`src/rtl/core/far_pkg.sv`:
```
// Shared widths and operation codes for the fraction accumulator.
`default_nettype none

package far_pkg;

  localparam int unsigned DataW = 32;
  localparam int unsigned OpW   = 2;
  localparam int unsigned CntW  = $clog2(DataW);

  typedef logic [OpW-1:0]          op_t;
  typedef logic signed [DataW-1:0] word_t;

  localparam op_t OpLoad   = 2'd0;
  localparam op_t OpAdd    = 2'd1;
  localparam op_t OpMul    = 2'd2;
  localparam op_t OpReduce = 2'd3;

  // start/done pair between the sequencer and an iterative unit
  typedef struct packed {
    logic start;
  } unit_req_t;

  typedef struct packed {
    logic busy;
    logic done;
  } unit_rsp_t;

endpackage

`default_nettype wire

```
`src/rtl/core/far_if.sv`:
```
// Valid/ready channel interfaces for operation requests and results.
`default_nettype none

interface far_in_if;
  import far_pkg::*;
  logic  valid;
  logic  ready;
  op_t   operation;
  word_t operand_num;
  word_t operand_den;

  modport source (output valid, output operation, output operand_num, output operand_den,
                  input ready);
  modport sink   (input valid, input operation, input operand_num, input operand_den,
                  output ready);
endinterface

interface far_out_if;
  import far_pkg::*;
  logic  valid;
  logic  ready;
  word_t result_num;
  word_t result_den;
  logic  overflow;

  modport source (output valid, output result_num, output result_den, output overflow,
                  input ready);
  modport sink   (input valid, input result_num, input result_den, input overflow,
                  output ready);
endinterface

`default_nettype wire

```
`src/rtl/core/far_gcd.sv`:
```
// Binary gcd unit: one shift or one compare-subtract per cycle.
`default_nettype none

module far_gcd (
  input  logic                          clk_i,
  input  logic                          rst_ni,
  input  far_pkg::unit_req_t            req_i,
  input  logic [far_pkg::DataW-1:0]     a_i,
  input  logic [far_pkg::DataW-1:0]     b_i,
  output far_pkg::unit_rsp_t            rsp_o,
  output logic [far_pkg::DataW-1:0]     g_o
);
  import far_pkg::*;

  logic [DataW-1:0] a_q, a_d, b_q, b_d;
  logic [CntW-1:0]  k_q, k_d;
  logic             busy_q, busy_d;
  logic [DataW:0]   diff;
  logic             finish;

  assign diff   = {1'b0, a_q} - {1'b0, b_q};
  assign finish = busy_q && ((a_q == '0) || (b_q == '0));

  always_comb begin
    a_d    = a_q;
    b_d    = b_q;
    k_d    = k_q;
    busy_d = busy_q;
    if (req_i.start) begin
      a_d    = a_i;
      b_d    = b_i;
      k_d    = '0;
      busy_d = 1'b1;
    end else if (finish) begin
      busy_d = 1'b0;
    end else if (busy_q) begin
      priority if (!a_q[0] && !b_q[0]) begin
        // common factor of two, only before the first odd value shows up
        a_d = a_q >> 1;
        b_d = b_q >> 1;
        k_d = k_q + 1'b1;
      end else if (!a_q[0]) begin
        a_d = a_q >> 1;
      end else if (!b_q[0]) begin
        b_d = b_q >> 1;
      end else if (!diff[DataW]) begin
        a_d = diff[DataW-1:0];
      end else begin
        b_d = b_q - a_q;
      end
    end
  end

  always_ff @(posedge clk_i or negedge rst_ni) begin
    if (!rst_ni) begin
      busy_q <= 1'b0;
      k_q    <= '0;
    end else begin
      busy_q <= busy_d;
      k_q    <= k_d;
    end
  end

  always_ff @(posedge clk_i) begin
    a_q <= a_d;
    b_q <= b_d;
  end

  assign g_o        = (a_q | b_q) << k_q;
  assign rsp_o.busy = busy_q;
  assign rsp_o.done = finish;

endmodule

`default_nettype wire

```
`src/rtl/core/far_div.sv`:
```
// Restoring unsigned divider, one quotient bit per cycle.
`default_nettype none

module far_div (
  input  logic                          clk_i,
  input  logic                          rst_ni,
  input  far_pkg::unit_req_t            req_i,
  input  logic [far_pkg::DataW-1:0]     dividend_i,
  input  logic [far_pkg::DataW-1:0]     divisor_i,
  output far_pkg::unit_rsp_t            rsp_o,
  output logic [far_pkg::DataW-1:0]     quot_o
);
  import far_pkg::*;

  logic [DataW-1:0] rem_q, dvd_q, dvs_q;
  logic [CntW-1:0]  cnt_q;
  logic             busy_q, done_q;
  logic [DataW:0]   rem_sh, diff;
  logic             qbit;

  assign rem_sh = {rem_q, dvd_q[DataW-1]};
  assign diff   = rem_sh - {1'b0, dvs_q};
  assign qbit   = !diff[DataW];

  always_ff @(posedge clk_i or negedge rst_ni) begin
    if (!rst_ni) begin
      busy_q <= 1'b0;
      done_q <= 1'b0;
      cnt_q  <= '0;
    end else begin
      done_q <= 1'b0;
      if (req_i.start) begin
        busy_q <= 1'b1;
        cnt_q  <= '0;
      end else if (busy_q) begin
        cnt_q <= cnt_q + 1'b1;
        if (cnt_q == CntW'(DataW - 1)) begin
          busy_q <= 1'b0;
          done_q <= 1'b1;
        end
      end
    end
  end

  always_ff @(posedge clk_i) begin
    if (req_i.start) begin
      rem_q <= '0;
      dvd_q <= dividend_i;
      dvs_q <= divisor_i;
    end else if (busy_q) begin
      rem_q <= qbit ? diff[DataW-1:0] : rem_sh[DataW-1:0];
      dvd_q <= {dvd_q[DataW-2:0], qbit};
    end
  end

  assign quot_o     = dvd_q;
  assign rsp_o.busy = busy_q;
  assign rsp_o.done = done_q;

endmodule

`default_nettype wire

```
`src/rtl/core/fraction_accumulator_reduce.sv`:
```
// Top level: fraction accumulator with multiply sequencer, gcd and divide units.
// Keeps one fraction num/den (reset 0/1) and answers every transaction with the
// stored fraction and an overflow flag. A load's result is presented in the cycle
// after acceptance. Multiply runs two products through the single 32x32
// multiplier, add runs three products plus the wrapped sum. After add, multiply
// or reduce, when both parts are at least 1 the fraction is reduced: the binary
// gcd unit takes one shift or subtract step per cycle, then the shared restoring
// divider runs twice, once for the numerator and once for the denominator. The
// block takes no new transaction until the result has been taken.
`default_nettype none

module fraction_accumulator_reduce (
  input  logic      clk_i,
  input  logic      rst_ni,
  far_in_if.sink    in_i,
  far_out_if.source out_o
);
  import far_pkg::*;

  localparam logic [2:0] SIdle = 3'd0;
  localparam logic [2:0] SMulA = 3'd1;
  localparam logic [2:0] SMulB = 3'd2;
  localparam logic [2:0] SChk  = 3'd3;
  localparam logic [2:0] SGcd  = 3'd4;
  localparam logic [2:0] SDivN = 3'd5;
  localparam logic [2:0] SDivD = 3'd6;
  localparam logic [2:0] SOut  = 3'd7;

  logic [2:0]          state_q;
  op_t                 op_q;
  logic [1:0]          mstep_q;
  logic                ovf_q;
  word_t               acc_num_q, acc_den_q;
  word_t               num_q, den_q, n2_q, d2_q;
  logic signed [2*DataW-1:0] prod_q;

  word_t               opa, opb;
  logic [DataW-1:0]    wrapped;
  logic [DataW:0]      sum;
  logic                prod_ovf, last_step, both_pos, accept;

  unit_req_t           gcd_req, div_req;
  unit_rsp_t           gcd_rsp, div_rsp;
  logic [DataW-1:0]    gcd_g, div_quot, div_dvd;

  assign accept = in_i.valid && in_i.ready;

  // operand selection for the shared multiplier
  always_comb begin
    unique case (mstep_q)
      2'd0:    begin opa = acc_den_q; opb = d2_q; end
      2'd1:    begin opa = acc_num_q; opb = (op_q == OpAdd) ? d2_q : n2_q; end
      default: begin opa = n2_q;      opb = acc_den_q; end
    endcase
  end

  assign wrapped   = prod_q[DataW-1:0];
  assign prod_ovf  = prod_q[2*DataW-1:DataW-1] != {(DataW+1){prod_q[DataW-1]}};
  assign sum       = {num_q[DataW-1], num_q} + {wrapped[DataW-1], wrapped};
  assign last_step = (op_q == OpAdd) ? (mstep_q == 2'd2) : (mstep_q == 2'd1);
  assign both_pos  = !num_q[DataW-1] && (num_q != '0) && !den_q[DataW-1] && (den_q != '0);

  assign gcd_req.start = (state_q == SChk) && both_pos;
  assign div_req.start = ((state_q == SGcd) && gcd_rsp.done) ||
                         ((state_q == SDivN) && div_rsp.done);
  assign div_dvd       = (state_q == SGcd) ? num_q : den_q;

  far_gcd u_gcd (
    .clk_i  (clk_i),
    .rst_ni (rst_ni),
    .req_i  (gcd_req),
    .a_i    (num_q),
    .b_i    (den_q),
    .rsp_o  (gcd_rsp),
    .g_o    (gcd_g)
  );

  far_div u_div (
    .clk_i      (clk_i),
    .rst_ni     (rst_ni),
    .req_i      (div_req),
    .dividend_i (div_dvd),
    .divisor_i  (gcd_g),
    .rsp_o      (div_rsp),
    .quot_o     (div_quot)
  );

  always_ff @(posedge clk_i or negedge rst_ni) begin
    if (!rst_ni) begin
      state_q   <= SIdle;
      mstep_q   <= '0;
      ovf_q     <= 1'b0;
      op_q      <= OpLoad;
      acc_num_q <= '0;
      acc_den_q <= word_t'(1);
    end else begin
      unique case (state_q)
        SIdle: begin
          if (accept) begin
            op_q    <= in_i.operation;
            ovf_q   <= 1'b0;
            mstep_q <= '0;
            unique case (in_i.operation)
              OpLoad:   state_q <= SOut;
              OpReduce: state_q <= SChk;
              default:  state_q <= SMulA;
            endcase
          end
        end
        SMulA: state_q <= SMulB;
        SMulB: begin
          if (prod_ovf || ((mstep_q == 2'd2) && (sum[DataW] != sum[DataW-1]))) begin
            ovf_q <= 1'b1;
          end
          if (last_step) begin
            state_q <= SChk;
          end else begin
            mstep_q <= mstep_q + 1'b1;
            state_q <= SMulA;
          end
        end
        SChk:  state_q <= both_pos ? SGcd : SOut;
        SGcd:  if (gcd_rsp.done) state_q <= SDivN;
        SDivN: if (div_rsp.done) state_q <= SDivD;
        SDivD: if (div_rsp.done) state_q <= SOut;
        SOut: begin
          if (out_o.ready) begin
            acc_num_q <= num_q;
            acc_den_q <= den_q;
            state_q   <= SIdle;
          end
        end
        default: state_q <= SIdle;
      endcase
    end
  end

  always_ff @(posedge clk_i) begin
    if (accept) begin
      n2_q <= in_i.operand_num;
      d2_q <= in_i.operand_den;
      if (in_i.operation == OpLoad) begin
        num_q <= in_i.operand_num;
        den_q <= in_i.operand_den;
      end else begin
        num_q <= acc_num_q;
        den_q <= acc_den_q;
      end
    end else if (state_q == SMulB) begin
      unique case (mstep_q)
        2'd0:    den_q <= wrapped;
        2'd1:    num_q <= wrapped;
        default: num_q <= sum[DataW-1:0];
      endcase
    end else if ((state_q == SDivN) && div_rsp.done) begin
      num_q <= div_quot;
    end else if ((state_q == SDivD) && div_rsp.done) begin
      den_q <= div_quot;
    end
    if (state_q == SMulA) begin
      prod_q <= opa * opb;
    end
  end

  assign in_i.ready       = (state_q == SIdle);
  assign out_o.valid      = (state_q == SOut);
  assign out_o.result_num = num_q;
  assign out_o.result_den = den_q;
  assign out_o.overflow   = ovf_q;

  a_ready_excl: assert property (@(posedge clk_i) disable iff (!rst_ni)
    in_i.ready |-> !out_o.valid)
    else $error("input ready while a result is pending");

  a_load_direct: assert property (@(posedge clk_i) disable iff (!rst_ni)
    (accept && (in_i.operation == OpLoad)) |=> out_o.valid)
    else $error("load did not present its result at once");

  a_no_ovf: assert property (@(posedge clk_i) disable iff (!rst_ni)
    (out_o.valid && ((op_q == OpLoad) || (op_q == OpReduce))) |-> !out_o.overflow)
    else $error("overflow flagged for load or reduce");

  a_units_idle: assert property (@(posedge clk_i) disable iff (!rst_ni)
    (state_q == SIdle) |-> (!gcd_rsp.busy && !div_rsp.busy))
    else $error("arithmetic unit busy while idle");

endmodule

`default_nettype wire

```
`src/flat_wrapper.sv`:
```
// flat-port wrapper written by rule: the top's interface ports become plain ports
module fraction_accumulator_reduce_flat import far_pkg::*;
  (clk_i, rst_ni, in_i_valid, in_i_operation, in_i_operand_num, in_i_operand_den, in_i_ready, out_o_valid, out_o_result_num, out_o_result_den, out_o_overflow, out_o_ready);
  far_in_if in_i_i ();
  far_out_if out_o_i ();
  input  logic clk_i;
  input  logic rst_ni;
  input wire logic [$bits(in_i_i.valid)-1:0] in_i_valid;
  input wire logic [$bits(in_i_i.operation)-1:0] in_i_operation;
  input wire logic [$bits(in_i_i.operand_num)-1:0] in_i_operand_num;
  input wire logic [$bits(in_i_i.operand_den)-1:0] in_i_operand_den;
  output wire logic [$bits(in_i_i.ready)-1:0] in_i_ready;
  output wire logic [$bits(out_o_i.valid)-1:0] out_o_valid;
  output wire logic [$bits(out_o_i.result_num)-1:0] out_o_result_num;
  output wire logic [$bits(out_o_i.result_den)-1:0] out_o_result_den;
  output wire logic [$bits(out_o_i.overflow)-1:0] out_o_overflow;
  input wire logic [$bits(out_o_i.ready)-1:0] out_o_ready;
  assign in_i_i.valid = in_i_valid;
  assign in_i_i.operation = in_i_operation;
  assign in_i_i.operand_num = in_i_operand_num;
  assign in_i_i.operand_den = in_i_operand_den;
  assign in_i_ready = in_i_i.ready;
  assign out_o_valid = out_o_i.valid;
  assign out_o_result_num = out_o_i.result_num;
  assign out_o_result_den = out_o_i.result_den;
  assign out_o_overflow = out_o_i.overflow;
  assign out_o_i.ready = out_o_ready;
  fraction_accumulator_reduce u_core (.clk_i(clk_i), .rst_ni(rst_ni), .in_i(in_i_i), .out_o(out_o_i));
endmodule
```
`config.mk`:
```
export PLATFORM = sky130hd
export DESIGN_NAME = fraction_accumulator_reduce_flat
export DESIGN_NICKNAME = d
export VERILOG_FILES = /design/src/rtl/core/far_pkg.sv /design/src/rtl/core/far_if.sv /design/src/rtl/core/far_gcd.sv /design/src/rtl/core/far_div.sv /design/src/rtl/core/fraction_accumulator_reduce.sv /design/src/flat_wrapper.sv
export SDC_FILE = /design/constraint.sdc
export NUM_CORES = 2
export LEC_CHECK = 0
export BUFFER_PORTS_ARGS = -buffer_cell sky130_fd_sc_hd__buf_2
export CAP_MARGIN = 20
export CORE_ASPECT_RATIO = 0.5
export CORE_MARGIN = 2
export CORE_UTILIZATION = 57
export CTS_CLUSTER_SIZE = 30
export DETAILED_ROUTE_END_ITERATION = 8
export MAX_ROUTING_LAYER = met4
export PLACE_DENSITY_LB_ADDON = 0.25
export SKIP_CTS_REPAIR_TIMING = 1
export SKIP_LAST_GASP = 1
export SYNTH_ARGS = -nofsm -noshare
export SYNTH_HDL_FRONTEND = slang
export SYNTH_HIERARCHICAL = 1
export SYNTH_SLANG_ARGS = --single-unit
```
`constraint.sdc`:
```
create_clock -name clk_i -period 12.8 [get_ports clk_i]
set_input_delay 1.92 -clock clk_i [delete_from_list [all_inputs] [get_ports clk_i]]
set_output_delay 1.92 -clock clk_i [all_outputs]
set_load 0.01 [all_outputs]
```
Yosys cells after proc, flatten, opt, wreduce, memory -nomap -nowiden

Index checks and enable logic that the tools add are counted.
W data, S select, Z words.

Bits in registers: 437
Input bits: 70
Output and inout port bits: 67
Word-level logic and storage cells: 169

Add/subtract/negate cells: 7
Multipliers: 1
Equality and inequality tests: 28
Shift-type cells: 1
Multiplexer cells: 62
Bitwise logic cells: 1
Reduce and logical (&&, ||, !) cells: 46

Operators with widths:

| kind                  | number |
|---|---|
| $mux W32              | 29 |
| $pmux W32 S2          | 3 |
| $logic_not A32 Y1     | 2 |
| $mul A32 B32 Y64      | 1 |
| $reduce_bool A32 Y1   | 2 |
| $add A32 B32 Y33      | 1 |
| $sub A32 B32 Y33      | 1 |
| $sub A33 B32 Y33      | 1 |
| $ne A32 B32 Y1        | 1 |
| $or A32 B32 Y32       | 1 |
| $shl A32 B5 Y32       | 1 |
| $sub A32 B32 Y32      | 1 |
| $mux W5               | 6 |
| $pmux W3 S8           | 1 |
| $mux W3               | 5 |
| $reduce_and A3 Y1     | 5 |
| $eq A3 B3 Y1 const B  | 4 |
| $logic_and A1 B1 Y1   | 11 |
| $mux W1               | 11 |
| $add A5 B1 Y5 const B | 2 |
| $ne A2 B2 Y1 const B  | 5 |
| $reduce_bool A2 Y1    | 5 |
| $ne A3 B2 Y1 const B  | 3 |
| $reduce_bool A3 Y1    | 3 |
| 21 further kinds      | 41 |

Logic depth before layout (Yosys ltp)

Depth in word-level cells: 8
Mapped depth: 35
Mapped depth without buffers: 32

Modules after synthesis

The synthesis kept the hierarchy.

Modules (own cells, without submodules):

| module                      | instances | cells each | area each (sq um) | sequential area each (sq um) |
|---|---|---|---|---|
| fraction_accumulator_reduce | 1         | 5,181      | 49,526.2          | 7,568.5 |
| far_gcd                     | 1         | 1,145      | 9,370.2           | 2,072.0 |
| far_div                     | 1         | 551        | 5,880.6           | 2,737.6 |

Worst setup path after synthesis

OpenSTA, ideal clock, no wires.

Kind: reg-to-reg
Start point: register u_core.mstep_q[0]
End point: register u_core.prod_q[63] (data pin)
Setup time: 0.260 ns
Arrival time: 9.180 ns
Data required time: 12.540 ns
Setup slack: 3.360 ns
Cell stages (with the launch flop): 33
Buffers on the path: 4
Period minus slack after synthesis: 9.440 ns
Path through: dfrtp_1 ha_1 clkbuf_1 nor2_1 clkbuf_1 clkbuf_1 a21o_1 clkbuf_1 nand2_1 inv_1 fa_1 inv_1 fa_1 inv_1 fa_1 fa_1 inv_1 fa_1 inv_1 fa_1 inv_1 fa_1 inv_1 fa_1 ha_1 a21o_1 a211o_1 a2111oi_4 a21oi_2 a221o_2 a221o_1 a21oi_2 xnor2_1

Cells in the longest elaborated chain, start to end: 3
Elaborated cells between the ends (all ways): 5
Those cells by class: mul: 1; eq/ne: 1; mux: 2; reduce/logical: 1

Ends and longest elaborated chain:

| element                                                 | line                               | source |
|---|---|---|
| start, declared                                         | fraction_accumulator_reduce.sv:31  | `logic [1:0] mstep_q;` |
| start signal, assigned                                  | fraction_accumulator_reduce.sv:118 | `mstep_q <= mstep_q + 1'b1;` |
| $eq A2 B1 Y1 / $logic_not A2 Y1 (equally long branches) | fraction_accumulator_reduce.sv:50  | `unique case (mstep_q)` |
| $pmux W32 S2                                            | fraction_accumulator_reduce.sv:50  |  |
| $mul A32 B32 Y64 *                                      | fraction_accumulator_reduce.sv:161 | `prod_q <= opa * opb;` |
| end signal, assigned                                    | fraction_accumulator_reduce.sv:161 |  |
| end, declared                                           | fraction_accumulator_reduce.sv:35  | `logic signed [2*DataW-1:0] prod_q;` |

Every way passes the cells marked *; elsewhere a longest branch is shown, timed or not.
A chain may end at the register's enable or synchronous reset.

Worst setup path after layout

Ends and elaborated chain as after synthesis.

==> results.toml <==
[detailed_routing]
drt-met1-wl_um = 90900
vias = 53200
met2_length_um = 97200
viasPerCell = 6.35
drtIter0Drc = 6232
postRouteAntennaNets = 0
dr.pass1.iters = 6
wl_met3_um = 29500
drc = 0
wl_per_cell_um = 27.6
highest_layer = "met4"
drt-total-wl_um = 231000

[global_route]
grt.overflow.total = 0
grt_first_pass_wirelength_um = 345000
grt_util_all_layers_pct = 41.1
grt_max_degree = 81
grt_pass1_vias = 53900
antenna_found_initial = 9

[logic_synthesis]
synthCells = 6875
avgSynthCellArea_um2 = 9.42
ys_warn_count = 6
syn_nets = 8384
syn_area_um2 = 64800

[sta]
maxSlewViolCount = 0
max_freq_mhz = 90.3
setup-tns-final_ps = 0
rsz0062_at_grt = "false"
min_period_ps = 11070
tightest_slew_ps = 1330
worst_clock_skew_ps = 57.9
fin_crit_sh_pct = 86.5
finalHoldViolCount = 0
setup_viol = 0
hold_slack_ps = 500
slew-limit-headroom_pct = 11.1

[layout]
multi_input_area_um2 = 47200
seqCellArea_um2 = 12400
drive_gt1_share_pct = 9.45
post-route-util_pct = 61.3
fill_cells = 9452
syn_to_final_growth_pct = 6.56
fin_nets = 8324
final_area_um2 = 69000

[die]
initial_utilization_pct = 57.5
rows = 87
fp.dieArea_um2 = 116000
fp.dieH_um = 242
pin_count = 137
core_um2 = 113000
dieWidth_um = 481

[worst_setup_path]
r2r-start = "u_core/mstep_q[0]$_DFFE_PN0P_"
ff2ff_setup_slack_ps = 1730
slowest_stage = "fa_1"
cp.required_ps = 13170
crit_type = "flip-flop to flip-flop"
crit_path_end_kind = "flip-flop"
critPathLaunchType = "flip-flop"
crit_path_end = "u_core/prod_q[63]$_DFFE_PP_"
cp_common_cell = "fa_1"
r2r_end = "u_core/prod_q[63]$_DFFE_PP_"
cp_max_fo = 41
startpoint = "u_core/mstep_q[0]$_DFFE_PN0P_"
cpPeakStageDelay_ps = 930
r2r_cells = 29
crit_arrival_ps = 11440

[clock_network]
htreeDepth = 2
path_clk_slew_ps = 70
clockRootBuffer = "clkbuf_16"
clockBufferDepth = 3
clock-sinks = 437
cts_tree = "yes"
cts-buffers-inserted = 47
clkLatencyLatePin_ps = 640

[worst_hold_path]
hold_path.class = "flip-flop to flip-flop"
holdPathStages = 2
min_from = "u_core/u_div/rem_q[1]$_SDFFE_PP0P_"

[placed_design]
placed_cell_area_um2 = 67300
hpwl_um = 177000
gp_congestion = 1.03
io_buffers = 136

[flow_run]
cap_violations = 0

[run_status]
status = "finished clean"
-- cell usage in the layout (no fill, tap or decap), types with 74 or more instances in the layout --
| cell type | count |
|---|---|
| nor2_1 | 745 |
| ha_1 | 350 |
| edfxtp_1 | 320 |
| buf_4 | 122 |
| nand2_1 | 764 |
| mux2i_1 | 74 |
| dfrtp_1 | 82 |
| buf_2 | 136 |
| a21o_1 | 94 |
| inv_1 | 1119 |
| nor2b_1 | 77 |
| a21oi_1 | 310 |
| mux2_2 | 150 |
| o21ai_0 | 140 |
| fa_1 | 1086 |
| a211oi_1 | 98 |
| xnor2_1 | 141 |
-- cell type report --
class                      instances  share of cell area (%)
antenna                           10                  0.0363
clock buffer                      60                    1.86
clock inverter                    28                   0.513
inverter                        1126                    6.13
multi-input combinational       4942                    68.4
sequential                       437                    17.9
tap                             1513                    2.74
timing repair buffer             261                    2.42
-- metal layers --
metal  up-vias  GRT usage [%]
met2      3489           57.0
met1     26800           55.8
met3       711           11.3
met4         0           19.1
met5         -              -
li1      22200              -
-- state kept, by name, summed over array words and instances (netlist names) --
| register | count |
|---|---|
| u_core/out_o.result_num | 32 |
| u_core/u_gcd/b_q | 32 |
| u_core/d2_q | 32 |
| u_core/acc_den_q | 32 |
| u_core/u_div/done_q | 1 |
| u_core/u_gcd/k_q | 5 |
| u_core/mstep_q | 2 |
| u_core/state_q | 3 |
| u_core/out_o.overflow | 1 |
| u_core/prod_q | 64 |
| u_core/u_div/dvs_q | 32 |
| u_core/u_gcd/a_q | 32 |
| u_core/u_gcd/busy_q | 1 |
| u_core/out_o.result_den | 32 |
| u_core/u_div/busy_q | 1 |
| u_core/u_div/rem_q | 32 |
| u_core/n2_q | 32 |
| u_core/acc_num_q | 32 |
| u_core/u_div/quot_o | 32 |
| u_core/op_q | 2 |
| u_core/u_div/cnt_q | 5 |
-- critical path, delay by kind of cell (launching register included) --
kind | cells | cell delay (ps)
xor gates and xnor gates | 1 | 130
buffers and inverters | 7 | 1820
adders and majority gates | 10 | 5230
and+or+nand+nor | 3 | 890
AOI/OAI and AO/OA | 8 | 2240
DFF | 1 | 440
-- worst min path at each step --
stage | endpoint | slack, ps
6_report | u_core/u_div/rem_q[1]$_SDFFE_PP0P_ | 500
5_1_grt | u_core/u_div/rem_q[1]$_SDFFE_PP0P_ | 520
4_1_cts | u_core/u_div/rem_q[1]$_SDFFE_PP0P_ | 500
3_5_place_dp | u_core/u_div/rem_q[1]$_SDFFE_PP0P_ | 490
3_3_place_gp | u_core/u_div/rem_q[1]$_SDFFE_PP0P_ | 480
2_1_floorplan | u_core/u_div/rem_q[21]$_SDFFE_PP0P_ | 460
-- stage by stage --
step                setup WS (ps)  instances
floorplan                    3360       6875
global placement             2090       8274
detailed placement           1910       8275
CTS                          1870       8363
global route                 1340       8373
finish                       1730       8377
Power is left out: the tool's default activity adds up to more than one toggle a clock period on the data nets, which glitch-free logic cannot reach.
